--- src/design/dempc_pkg.sv ---
// Package for the two-wheel move controller: transaction types, codes and constants.
// Depends on nothing; used by dempc_side and dual_encoder_motor_pwm_controller.
package dempc_pkg;

   localparam int DEF_PWM_PERIOD = 64;
   localparam int START_DUTY     = 32;
   localparam int WARM_EDGES     = 4;
   localparam int STALL_TICKS    = 4096;
   localparam int SLOW_STEPS     = 32;
   localparam int SLOW_BASE      = 64;
   localparam int SPEED_BASE     = 40;

   localparam int CMD_W    = 24;
   localparam int COUNT_W  = 16;
   localparam int TICK_W   = 13;
   localparam int SPEED_W  = 16;
   localparam int TARGET_W = 10;
   localparam int TR_W     = 4;
   localparam int RR_W     = 8;

   typedef enum logic {
      MODE_CMD  = 1'b0,
      MODE_TICK = 1'b1
   } mode_type;

   typedef enum logic [1:0] {
      STATUS_IDLE   = 2'd0,
      STATUS_RUN    = 2'd1,
      STATUS_REJECT = 2'd2,
      STATUS_FIN    = 2'd3
   } status_type;

   typedef struct packed {
      logic             mode;
      logic [CMD_W-1:0] command;
      logic             enc_right;
      logic             enc_left;
   } req_type;

   typedef struct packed {
      logic       drive_right;
      logic       drive_left;
      logic [1:0] status;
   } rsp_type;

   // Per-wheel control from the top level
   typedef struct packed {
      logic start;
      logic tick;
      logic period_end;
   } side_ctrl_type;

   // Per-wheel results of the current tick
   typedef struct packed {
      logic drive;
      logic done;
   } side_stat_type;

endpackage

--- src/design/dempc_side.sv ---
// One wheel of the move controller: encoder edge timing, slowdown, duty control, stall.
// Depends on dempc_pkg.
module dempc_side
   import dempc_pkg::*;
#(
   parameter int PWM_PERIOD = DEF_PWM_PERIOD,
   localparam int PHASE_W = $clog2(PWM_PERIOD)
) (
   input  logic                clock,
   input  logic                reset,
   input  side_ctrl_type       ctrl,
   input  logic                enc,
   input  logic [TR_W-1:0]     speed_field,
   input  logic [RR_W-1:0]     rot_field,
   input  logic [PHASE_W-1:0]  phase,
   output side_stat_type       stat
);

   localparam int DUTY_MAX = (PWM_PERIOD > START_DUTY) ? PWM_PERIOD : START_DUTY;
   localparam int DUTY_W   = $clog2(DUTY_MAX + 1);
   localparam int CMP_W    = (DUTY_W > PHASE_W) ? DUTY_W : PHASE_W;
   localparam int DIFF_W   = SPEED_W + 2;

   logic                prev_enc_ff, prev_enc_in;
   logic [COUNT_W-1:0]  count_ff, count_in;
   logic [TICK_W-1:0]   ticks_ff, ticks_in;
   logic [TICK_W-1:0]   prev_int_ff, prev_int_in;
   logic [SPEED_W-1:0]  delta_ff, delta_in;
   logic [SPEED_W-1:0]  speed_ff, speed_in;
   logic [TARGET_W-1:0] target_ff, target_in;
   logic [DUTY_W-1:0]   duty_ff, duty_in;

   logic                rise;
   logic [COUNT_W-1:0]  count_e;
   logic [TICK_W-1:0]   ticks_e;
   logic [COUNT_W-1:0]  target_x;
   logic                warm;
   logic [SPEED_W-1:0]  steps, slow_i, bound;
   logic signed [DIFF_W-1:0] diff, tgt, delta_x;

   always_comb begin
      rise     = enc & ~prev_enc_ff;
      target_x = COUNT_W'(target_ff);
      count_e  = rise ? count_ff + 1'b1 : count_ff;
      ticks_e  = rise ? '0 : ticks_ff + 1'b1;

      prev_enc_in = prev_enc_ff;
      count_in    = count_ff;
      ticks_in    = ticks_ff;
      prev_int_in = prev_int_ff;
      delta_in    = delta_ff;
      speed_in    = speed_ff;
      target_in   = target_ff;
      duty_in     = duty_ff;

      warm   = count_e >= COUNT_W'(WARM_EDGES);
      steps  = target_x - count_e;
      slow_i = SPEED_W'(SLOW_STEPS) - steps;
      bound  = SPEED_W'(SLOW_BASE) + {slow_i[SPEED_W-3:0], 2'b00};
      diff   = '0;
      tgt    = '0;
      delta_x = DIFF_W'($signed(delta_ff));
      stat.drive = 1'b0;
      stat.done  = 1'b0;

      if (ctrl.start) begin
         prev_enc_in = enc;
         count_in    = '0;
         ticks_in    = '0;
         prev_int_in = '0;
         delta_in    = '0;
         duty_in     = DUTY_W'(START_DUTY);
         speed_in    = SPEED_W'(SPEED_BASE) + {{(SPEED_W-TR_W-3){1'b0}}, speed_field, 3'b000};
         target_in   = {rot_field, 2'b00};
      end else if (ctrl.tick) begin
         prev_enc_in = enc;
         count_in    = count_e;
         ticks_in    = ticks_e;
         if (rise) begin
            prev_int_in = ticks_ff;
            delta_in    = SPEED_W'($signed({1'b0, ticks_ff}) - $signed({1'b0, prev_int_ff}));
         end
         // Raise the interval target over the last steps before the target
         if ($signed(steps) <= $signed(SPEED_W'(SLOW_STEPS)) && $signed(bound) > $signed(speed_ff))
            speed_in = bound;

         stat.drive = (CMP_W'(phase) < CMP_W'(duty_ff)) && (count_e < target_x);

         // Nudge duty toward the wanted interval change, truncating toward zero
         diff    = DIFF_W'($signed(speed_in)) - $signed(DIFF_W'(prev_int_in));
         tgt     = diff[DIFF_W-1] ? (diff + DIFF_W'(3)) >>> 2 : diff >>> 2;
         delta_x = DIFF_W'($signed(delta_in));
         if (ctrl.period_end && warm) begin
            if (delta_x < tgt && duty_ff > DUTY_W'(1))
               duty_in = duty_ff - 1'b1;
            if (delta_x > tgt && duty_ff < DUTY_W'(PWM_PERIOD))
               duty_in = duty_ff + 1'b1;
         end

         if (ticks_e >= TICK_W'(STALL_TICKS)) begin
            ticks_in = TICK_W'(STALL_TICKS);
            count_in = target_x;
         end
         stat.done = count_in >= target_x;
      end
   end

   always_ff @(posedge clock) begin
      if (reset) begin
         prev_enc_ff <= 1'b0;
         count_ff    <= '0;
         ticks_ff    <= '0;
         prev_int_ff <= '0;
         delta_ff    <= '0;
         speed_ff    <= '0;
         target_ff   <= '0;
         duty_ff     <= DUTY_W'(START_DUTY);
      end else begin
         prev_enc_ff <= prev_enc_in;
         count_ff    <= count_in;
         ticks_ff    <= ticks_in;
         prev_int_ff <= prev_int_in;
         delta_ff    <= delta_in;
         speed_ff    <= speed_in;
         target_ff   <= target_in;
         duty_ff     <= duty_in;
      end
   end

endmodule

--- src/design/dual_encoder_motor_pwm_controller.sv ---
// Top level of the two-wheel move controller with software PWM and encoder feedback.
// Depends on dempc_pkg and dempc_side.
//
//   Channel | Direction | Handshake            | Payload
//   req     | in        | req_valid/req_stall  | req_type: mode, command, enc_right, enc_left
//   rsp     | out       | rsp_valid/rsp_stall  | rsp_type: drive_right, drive_left, status
//
// For each transaction the wheel logic updates its state and the
// result lands in the rsp register at the same edge. One transaction per cycle is
// sustained while no result waits under rsp_stall; the only loop is the state update of each wheel.
// Reset (synchronous, active high) clears the run, both wheels and rsp_valid, but not the rsp payload.
// While rsp_stall holds a waiting result, req_stall rises; a taken result frees the
// register for a new transaction in the same cycle.
module dual_encoder_motor_pwm_controller
   import dempc_pkg::*;
#(
   parameter int PWM_PERIOD = DEF_PWM_PERIOD
) (
   input  logic    clock,
   input  logic    reset,
   input  logic    req_valid,
   output logic    req_stall,
   input  req_type req_payload,
   output logic    rsp_valid,
   input  logic    rsp_stall,
   output rsp_type rsp_payload
);

   localparam int PHASE_W = $clog2(PWM_PERIOD);

   logic               running_ff, running_in;
   logic [PHASE_W-1:0] phase_ff, phase_in;
   logic [1:0]         drive_ff, drive_in;
   logic               rsp_valid_ff, rsp_valid_in;
   rsp_type            rsp_ff, rsp_in;

   logic          accept;
   logic          reject;
   side_ctrl_type ctrl;
   side_stat_type stat_r, stat_l;

   assign req_stall   = rsp_valid_ff & rsp_stall;
   assign accept      = req_valid & ~req_stall;
   assign rsp_valid   = rsp_valid_ff;
   assign rsp_payload = rsp_ff;

   // Reject a command whose rotation target (4 * field) is 4 or less
   assign reject = (req_payload.command[19:12] <= RR_W'(1))
                 | (req_payload.command[7:0] <= RR_W'(1));

   always_comb begin
      ctrl.start      = accept && (req_payload.mode == MODE_CMD) && !running_ff && !reject;
      ctrl.tick       = accept && (req_payload.mode == MODE_TICK) && running_ff;
      ctrl.period_end = phase_ff == PHASE_W'(PWM_PERIOD - 1);
   end

   dempc_side #(.PWM_PERIOD(PWM_PERIOD)) u_side_right (
      .clock       (clock),
      .reset       (reset),
      .ctrl        (ctrl),
      .enc         (req_payload.enc_right),
      .speed_field (req_payload.command[23:20]),
      .rot_field   (req_payload.command[19:12]),
      .phase       (phase_ff),
      .stat        (stat_r)
   );

   dempc_side #(.PWM_PERIOD(PWM_PERIOD)) u_side_left (
      .clock       (clock),
      .reset       (reset),
      .ctrl        (ctrl),
      .enc         (req_payload.enc_left),
      .speed_field (req_payload.command[11:8]),
      .rot_field   (req_payload.command[7:0]),
      .phase       (phase_ff),
      .stat        (stat_l)
   );

   always_comb begin
      running_in = running_ff;
      phase_in   = phase_ff;
      drive_in   = drive_ff;
      rsp_in     = rsp_ff;
      // Hold a result the sink has not taken; drop it once taken
      rsp_valid_in = rsp_valid_ff & rsp_stall;

      if (accept) begin
         rsp_valid_in = 1'b1;
         case (req_payload.mode)
            MODE_CMD: begin
               if (running_ff) begin
                  // Ignore the command; repeat the last drive levels
                  rsp_in = '{drive_right: drive_ff[0], drive_left: drive_ff[1],
                             status: STATUS_RUN};
               end else if (reject) begin
                  rsp_in = '{drive_right: 1'b0, drive_left: 1'b0, status: STATUS_REJECT};
               end else begin
                  running_in = 1'b1;
                  phase_in   = '0;
                  drive_in   = 2'b11;
                  rsp_in     = '{drive_right: 1'b1, drive_left: 1'b1, status: STATUS_RUN};
               end
            end
            MODE_TICK: begin
               if (!running_ff) begin
                  rsp_in = '{drive_right: 1'b0, drive_left: 1'b0, status: STATUS_IDLE};
               end else begin
                  // Advance the PWM phase, wrapping at the period end
                  phase_in = ctrl.period_end ? '0 : phase_ff + 1'b1;
                  if (stat_r.done && stat_l.done) begin
                     running_in = 1'b0;
                     drive_in   = 2'b00;
                     rsp_in     = '{drive_right: 1'b0, drive_left: 1'b0, status: STATUS_FIN};
                  end else begin
                     drive_in = {stat_l.drive, stat_r.drive};
                     rsp_in   = '{drive_right: stat_r.drive, drive_left: stat_l.drive,
                                  status: STATUS_RUN};
                  end
               end
            end
            default: begin
               rsp_in = '{drive_right: 1'b0, drive_left: 1'b0, status: STATUS_IDLE};
            end
         endcase
      end
   end

   always_ff @(posedge clock) begin
      if (reset) begin
         running_ff   <= 1'b0;
         phase_ff     <= '0;
         drive_ff     <= 2'b00;
         rsp_valid_ff <= 1'b0;
      end else begin
         running_ff   <= running_in;
         phase_ff     <= phase_in;
         drive_ff     <= drive_in;
         rsp_valid_ff <= rsp_valid_in;
      end
   end

   always_ff @(posedge clock) begin
      rsp_ff <= rsp_in;
   end

   // A result other than running never drives a motor
   assert property (@(posedge clock) disable iff (reset)
      rsp_valid_ff && (rsp_ff.status != STATUS_RUN) |-> !rsp_ff.drive_right && !rsp_ff.drive_left)
      else $error("motor driven outside a run");

   // A run ends only through a finished result
   assert property (@(posedge clock) disable iff (reset)
      $fell(running_ff) && !$past(reset) |-> rsp_valid_ff && (rsp_ff.status == STATUS_FIN))
      else $error("run ended without a finished result");

   // Idle, rejected and finished results leave no run active
   assert property (@(posedge clock) disable iff (reset)
      rsp_valid_ff && (rsp_ff.status == STATUS_IDLE || rsp_ff.status == STATUS_REJECT ||
                       rsp_ff.status == STATUS_FIN) |-> !running_ff)
      else $error("run active after an idle, rejected or finished result");

endmodule

--- config.mk ---
export PLATFORM = sky130hd
export DESIGN_NAME = dual_encoder_motor_pwm_controller
export DESIGN_NICKNAME = d
export VERILOG_FILES = /design/src/design/dempc_pkg.sv /design/src/design/dempc_side.sv /design/src/design/dual_encoder_motor_pwm_controller.sv
export SDC_FILE = /design/constraint.sdc
export NUM_CORES = 1
export LEC_CHECK = 0
export ABC_AREA = 1
export BUFFER_PORTS_ARGS = -buffer_cell sky130_fd_sc_hd__buf_2
export CAP_MARGIN = 15
export CORE_ASPECT_RATIO = 0.6
export CORE_UTILIZATION = 65
export CTS_BUF_LIST = sky130_fd_sc_hd__clkbuf_16
export CTS_CLUSTER_SIZE = 40
export DETAILED_ROUTE_END_ITERATION = 7
export PLACE_DENSITY = 0.91
export SLEW_MARGIN = 20
export SYNTH_ARGS = -nofsm -noshare
export SYNTH_HDL_FRONTEND = slang
export SYNTH_SLANG_ARGS = --single-unit
--- constraint.sdc ---
create_clock -name clock -period 25.6 [get_ports clock]
set_input_delay 2.56 -clock clock [delete_from_list [all_inputs] [get_ports clock]]
set_output_delay 2.56 -clock clock [all_outputs]
set_load 0.1 [all_outputs]
==> results of run 1 <==
sequential cells by signal, indices dropped and copies added, names as in the netlist, 2 cells and up:
signal and count:
u_side_right.prev_int_ff 13, u_side_right.count_ff 16, u_side_left.duty_ff 7, u_side_right.ticks_ff 13, u_side_left.prev_int_ff 13, phase_ff 6, u_side_left.count_ff 16, u_side_right.target_ff 8
drive_ff 2, rsp_payload 4, u_side_left.ticks_ff 13, u_side_left.speed_ff 16, u_side_right.duty_ff 7, u_side_left.target_ff 8, u_side_left.delta_ff 16, u_side_right.delta_ff 16
u_side_right.speed_ff 16
metal layers:
metal	part of all wire, %	up-vias	routed length (um)
met2	41	1053	21090
met1	47	8743	24520
li1	-	9519	-
met3	11	73	5745
met5	0	-	0
met4	1.4	0	720
stage by stage:
step,hold slack (ns),util (%)
final,0.4657,70.54
after global routing,0.4876,70.54
after CTS,0.4638,70.54
after detailed placement,0.4502,68.43
after global placement,0.4426,68.43
after floorplan,0.4317,-
report_power, final:
part	switching, mW	internal (mW)
Clock	0.129	0.139
Sequential	0.00626	0.311
Combinational	0.668	0.313
Total	0.804	0.763
cell usage after synthesis (9+ instances only):
cell and number:
nand2_2 41, nor3_1 42, xor2_1 42, nor4_1 9, o21bai_1 14, nor2_2 22, clkbuf_1 59, xnor2_1 14
nand2_1 774, a21oi_1 225, nand3_2 23, a211oi_1 19, o21ai_0 216, nand3_1 168, or2_2 10, o21ai_1 22
a31oi_1 15, nand4_1 41, ha_1 161, inv_1 434, dfxtp_1 190, nor2_1 281, inv_2 22
tightest hold or removal path: stages (launching register included):
cell and delay [ns]:
dfxtp_1 0.30, inv_1 0.06, a211oi_1 0.06
cell type report:
type	instances	share of cell area, %
flip-flops and latches	194	20.83
well taps	360	2.391
clock inverters	14	0.5978
inverters	460	9.179
multi-input cells	2217	63.34
repair buffers	44	1.275
clock buffers	18	2.391
cell families (layout without fill, tap and decap cells):
kind of cell,count (synthesis),count (layout),share of synthesized area [%]
compound gates,560,560,17.07
xor+xnor,56,56,2.739
fa+ha+maj,165,165,11.70
buf+inv,536,536,11.53
flops,194,194,21.91
simple gates,1436,1436,35.05
worst max path at each step:
stage,start,endpoint,depth (start not counted)
floorplan,req_payload[1],u_side_right.duty_ff[2],77
global placement,req_payload[1],u_side_right.duty_ff[2],75
detailed placement,req_payload[1],u_side_right.duty_ff[2],75
CTS,req_payload[1],u_side_right.duty_ff[2],75
global route,req_payload[1],u_side_right.duty_ff[2],75
finish,req_payload[1],u_side_right.duty_ff[2],75
==> summary.md, run 1 <==
| Metric | Value |
|---|---|
| Status | complete, but fails checks |
| Violated checks | design-rule violations |
| Vias in the first global route | 16820 |
| Final hold vios | 0 |
| Worst path buffer plus inverter count | 15 |
| Critical Path Most Common Cell | nand2_1 |
| Placed cells | 3275 |
| Synth area leader | dfxtp_1 |
| Leak pwr | 9.278 nW |
| FP Rows | 46 |
| Commonest non-fill, non-tap cells in the layout | 773 x nand2_1, 434 x inv_1, 280 x nor2_1 |
| Clk slew on worst S/H paths | 0.08 ns |
| Worst Min Path Start | u_side_right.delta_ff[4] |
| Post-DR wirelength/cell | 15.75 um |
| FF+latch count, synth | 194 |
| Routing usage on met2 | 54.02% |
| # Post-CTS Setup Buffers | 0 |
| Die Y-Extent | 130.6 um |
| Post-synth top area share | 21.24% |
| Register area | 3924 um^2 |
| Crit path launch type | input port |
| Vias per std cell | 5.863 |
| Mapped Nets | 3143 |
| Final number of max-transition violations | 0 |
| Max_cap viols | 0 |
| GRT Residual Overflow | 0 |
| Period minus WS final | 13.42 ns |
| Final non-filler cell total | 3307 |
| Layout area overhead | 5.213% |
| IO Pins | 37 |
| Maximum fanout along the worst path | 20 |
| Ranking of synthesized cells by area | dfxtp_1 21%, nand2_1 16%, ha_1 11%, inv_1 9.1%, a21oi_1 6.3% |
| DP Area | 18280 um^2 |
| CTS tree | yes |
| Crit end category | flip-flop |
| Die X | 216.3 um |
| Core Box Area | 26710 um^2 |
| Number of flops mapped to enable cells by yosys | 4 |
| Slew @ Worst Pin | 0.9805 ns |
| Count of cells resized by post-cts repair | 0 |
| Vias | 19390 |
| Clk_lat worst skew | 0.46 ns |
| Setup tns final | 0 ns |
| Starting Density | 67.04% |
| CP max stage cell | ha_1 |
| Footprint of the multi-input gates | 11930 um^2 |
| ANT nets after route | 0 |
| Slowest stage delay, CP | 0.43 ns |
| Setup violations, final | 0 |
| Met3 Use GR | 6.736% |
| Htree depth | 4 |
| FF-to-FF Start | u_side_right.count_ff[1] |
| Root Buffer | clkbuf_16 |
| Hold depth | 2 |
| Final instance area | 18840 um^2 |
| Yosys warns | 0 |
| Delay-heaviest family, CP | simple AND/OR/NAND/NOR gates |
| Flop2flop setup slack | 13.97 ns |
| Pre-CTS setup slack | 11.99 ns |
| Post-synthesis async set-or-reset flop share | 0% |
| Total Power | 1.567 mW |
| Setup ws final | 12.18 ns |
| Count of cell types in the netlist | 59 |
| Sink Count | 194 |
| Worst slew margin | 34.56% |
| Final HPWL DP | 40240 um |
| Hold buffers post-CTS | 0 |
| Worst EP required | 25.92 ns |
| FF-to-FF End | u_side_right.duty_ff[2] |
| Total Routed Length | 52080 um |
| RSZ-0062 raised after global routing | false |
| Setup Skew | 0.01553 ns |
| Synthesized area per cell | 6.076 um^2 |
| Mapped Cells | 2947 |
| Reg2reg path depth | 73 |
| Fmax | 74.52 MHz |
| Seq/Total Area, Yosys | 21.91% |
| First-pass GRT wire length | 83760 um |
| Peak supply drop | 0.05301 mV |
| Data arrival, critical path | 13.74 ns |
| Fillers | 2345 |
| Pin count of the biggest net entering global routing | 87 |
| DR iter-0 viols | 2264 |
| Tightest Hold Check Type | reg2reg |
| TritonRoute pass-1 iters | 8 |
| Drt drc | 1 |
| Pwr dens | 83.19 nW/um^2 |
| Num CTS Buffers | 17 |
| Hold EP | u_side_right.delta_ff[4] |
| GRT Util Overall | 36.43% |
| Final net count | 3130 |
| Antenna fix cells | 0 |
| Layout cell share with drive strength beyond 1 | 7.431% |
| IO buf count | 36 |
| Busiest grt layer | met1 |
| Die area | 28240 um^2 |
| Setup CP Type | in2reg |
| Longest Clk Path Bufs | 2 |
| Leading cell type in the layout, fill and taps excluded | nand2_1 |
| Cell area after synthesis | 17900 um^2 |
| GP Congestion | 0.9756 |
| Initial antenna violation count | 0 |
| Ys flop type | dfxtp_1 |
| GRT met1 Usage | 54.45% |
| Final worst-path cycle share | 52.42% |
Power figures use the tool's default switching activity.
==> run 2: changes to the inputs <==
- clock period: 25.6 -> 12.7 ns (I/O delays scaled with it)
==> run 2 against run 1 <==
The run now ends clean; flip-flop and latch count is the same; utilization grew 0.27 points; clock skew shrank 0.00069 ns; clock power grew 110%; via count shrank 1.2%; critical endpoint is now u_side_right.duty_ff[3].
==> summary.md, run 2 (synthesized netlist as in run 1, its figures left out) <==
| Metric | Value |
|---|---|
| Number of cells on the critical path | 71 |
| Final number of max-transition violations | 0 |
| Slowest stage delay, CP | 0.41 ns |
| Gate power share | 62.5% |
| Worst slew margin | 33.83% |
| Critical Path Most Common Cell | nand2_1 |
| IO buf count | 36 |
| Pin count of the biggest net entering global routing | 83 |
| Flop2flop setup slack | 1.50 ns |
| Worst path buffer plus inverter count | 13 |
| RSZ-0062 raised after global routing | false |
| Setup tns final | 0 ns |
| Fmax | 84.99 MHz |
| Crit end category | flip-flop |
| FF-to-FF End | u_side_right.duty_ff[3] |
| Die Y-Extent | 130.6 um |
| Core Box Area | 26710 um^2 |
| Pwr dens | 168.1 nW/um^2 |
| Final net count | 3132 |
| Final HPWL DP | 40170 um |
| FF-to-FF Start | u_side_right.count_ff[1] |
| Hold buffers post-CTS | 0 |
| CP max stage cell | ha_1 |
| GRT Residual Overflow | 0 |
| Final non-filler cell total | 3310 |
| Sequential group share of total power | 20.1% |
| Htree depth | 4 |
| Reg2reg path depth | 69 |
| DR iter-0 viols | 2188 |
| Initial antenna violation count | 1 |
| Root Buffer | clkbuf_16 |
| Leading cell type in the layout, fill and taps excluded | nand2_1 |
| Post-DR wirelength/cell | 15.48 um |
| Max_cap viols | 0 |
| TritonRoute pass-1 iters | 6 |
| Num CTS Buffers | 17 |
| GRT Util Overall | 36.17% |
| Crit path from | req_payload[1] |
| Layout cell share with drive strength beyond 1 | 7.664% |
| Switching share of power | 51.05% |
| Setup Skew | 0.01485 ns |
| Worst EP required | 13.09 ns |
| Setup violations, final | 0 |
| Slew @ Worst Pin | 0.9915 ns |
| Drt drc | 0 |
| Setup CP Type | in2reg |
| Vias | 19160 |
| Fillers | 2289 |
| CTS tree | yes |
| Final hold vios | 0 |
| Internal Power | 1.556 mW |
| Final core occ | 70.81% |
| Total Power | 3.179 mW |
| Starting Density | 67.04% |
| NetSw | 1.623 mW |
| IO Pins | 37 |
| ANT nets after route | 0 |
| Delay-heaviest family, CP | simple AND/OR/NAND/NOR gates |
| Leak pwr | 9.317 nW |
| Crit path launch type | input port |
| Peak supply drop | 0.1108 mV |
| Vias in the first global route | 16830 |
| FP Rows | 46 |
| Sink Count | 194 |
| Setup crit end | u_side_right.duty_ff[3] |
| Final worst-path cycle share | 92.64% |
| Commonest non-fill, non-tap cells in the layout | 771 x nand2_1, 436 x inv_1, 280 x nor2_1 |
| Period minus WS final | 11.77 ns |
| Die X | 216.3 um |
| Maximum fanout along the worst path | 20 |
| First-pass GRT wire length | 82650 um |
| Data arrival, critical path | 12.15 ns |
| Status | completed |
| Die area | 28240 um^2 |
| Tightest Hold Check Type | reg2reg |
| Total Routed Length | 51240 um |
| Clock power share | 17.4% |
| Clk_lat worst skew | 0.47 ns |
| Layout area overhead | 5.612% |
| Placed cells | 3275 |
| Clk slew on worst S/H paths | 0.08 ns |
| GP Congestion | 1.009 |
| Longest Clk Path Bufs | 2 |
| Vias per std cell | 5.788 |
run 2: power by group through the flow:
stage               Clock, mW  Combinational (mW)  Sequential [mW]
floorplan                   0                1.52            0.658
global placement            0                1.81            0.652
detailed placement          0                1.90            0.653
CTS                     0.551                1.92            0.639
global route            0.576                2.23            0.641
finish                  0.553                1.99            0.640
run 2: per-stage QoR:
step	instance area [um^2]	setup WS [ns]	hold WS [ns]
2_1_floorplan	17900	2.856	0.4317
3_3_place_gp	18280	0.6718	0.4426
3_5_place_dp	18280	0.3412	0.4449
4_1_cts	18850	0.7219	0.4587
5_1_grt	18910	0.006047	0.4709
6_report	18910	0.9346	0.4655
run 2: worst reg2reg max path, delay by kind of cell (launching register included):
family / cells / cell delay [ns]
AOI/OAI and AO/OA: 11 / 2.23
adders and majority gates: 6 / 1.70
buffers and inverters: 11 / 0.87
DFF: 1 / 0.44
and+or+nand+nor: 37 / 4.90
xor gates and xnor gates: 4 / 0.95
run 2: layout make-up:
type	count	area (um^2)	area share, %
clock buffer	17	425.4	2.250
inverter	460	1732	9.158
tap	360	450.4	2.382
multi-input combinational	2217	11980	63.33
antenna	1	2.502	0.01323
timing repair buffer	46	255.2	1.350
clock inverter	15	145.1	0.7675
sequential	194	3924	20.75
run 2: layer usage:
metal	global-route usage (%)	vias to the layer above	wire, um
met3	8.079	69	5782
li1	-	9534	-
met2	52.94	862	20360
met5	0	-	0
met1	53.27	8694	24270
met4	9.031	0	830
run 2: worst min path at each step:
stage                                        start                        to  slack [ns]  depth (start not counted)
after CTS                 u_side_right.delta_ff[4]  u_side_right.delta_ff[4]        0.46                          2
after global routing      u_side_right.delta_ff[4]  u_side_right.delta_ff[4]        0.47                          2
after global placement     u_side_left.delta_ff[4]   u_side_left.delta_ff[4]        0.44                          2
final                      u_side_left.delta_ff[4]   u_side_left.delta_ff[4]        0.47                          2
after floorplan           u_side_right.delta_ff[4]  u_side_right.delta_ff[4]        0.43                          2
after detailed placement  u_side_right.delta_ff[4]  u_side_right.delta_ff[4]        0.44                          2
run 2: repair_timing:
| item | 4_1_cts | 5_1_grt |
|---|---|---|
| setup endpoints to repair | 0 | 14 |
| buffers inserted | 0 | 2 |
| gates resized for setup | 0 | 11 |
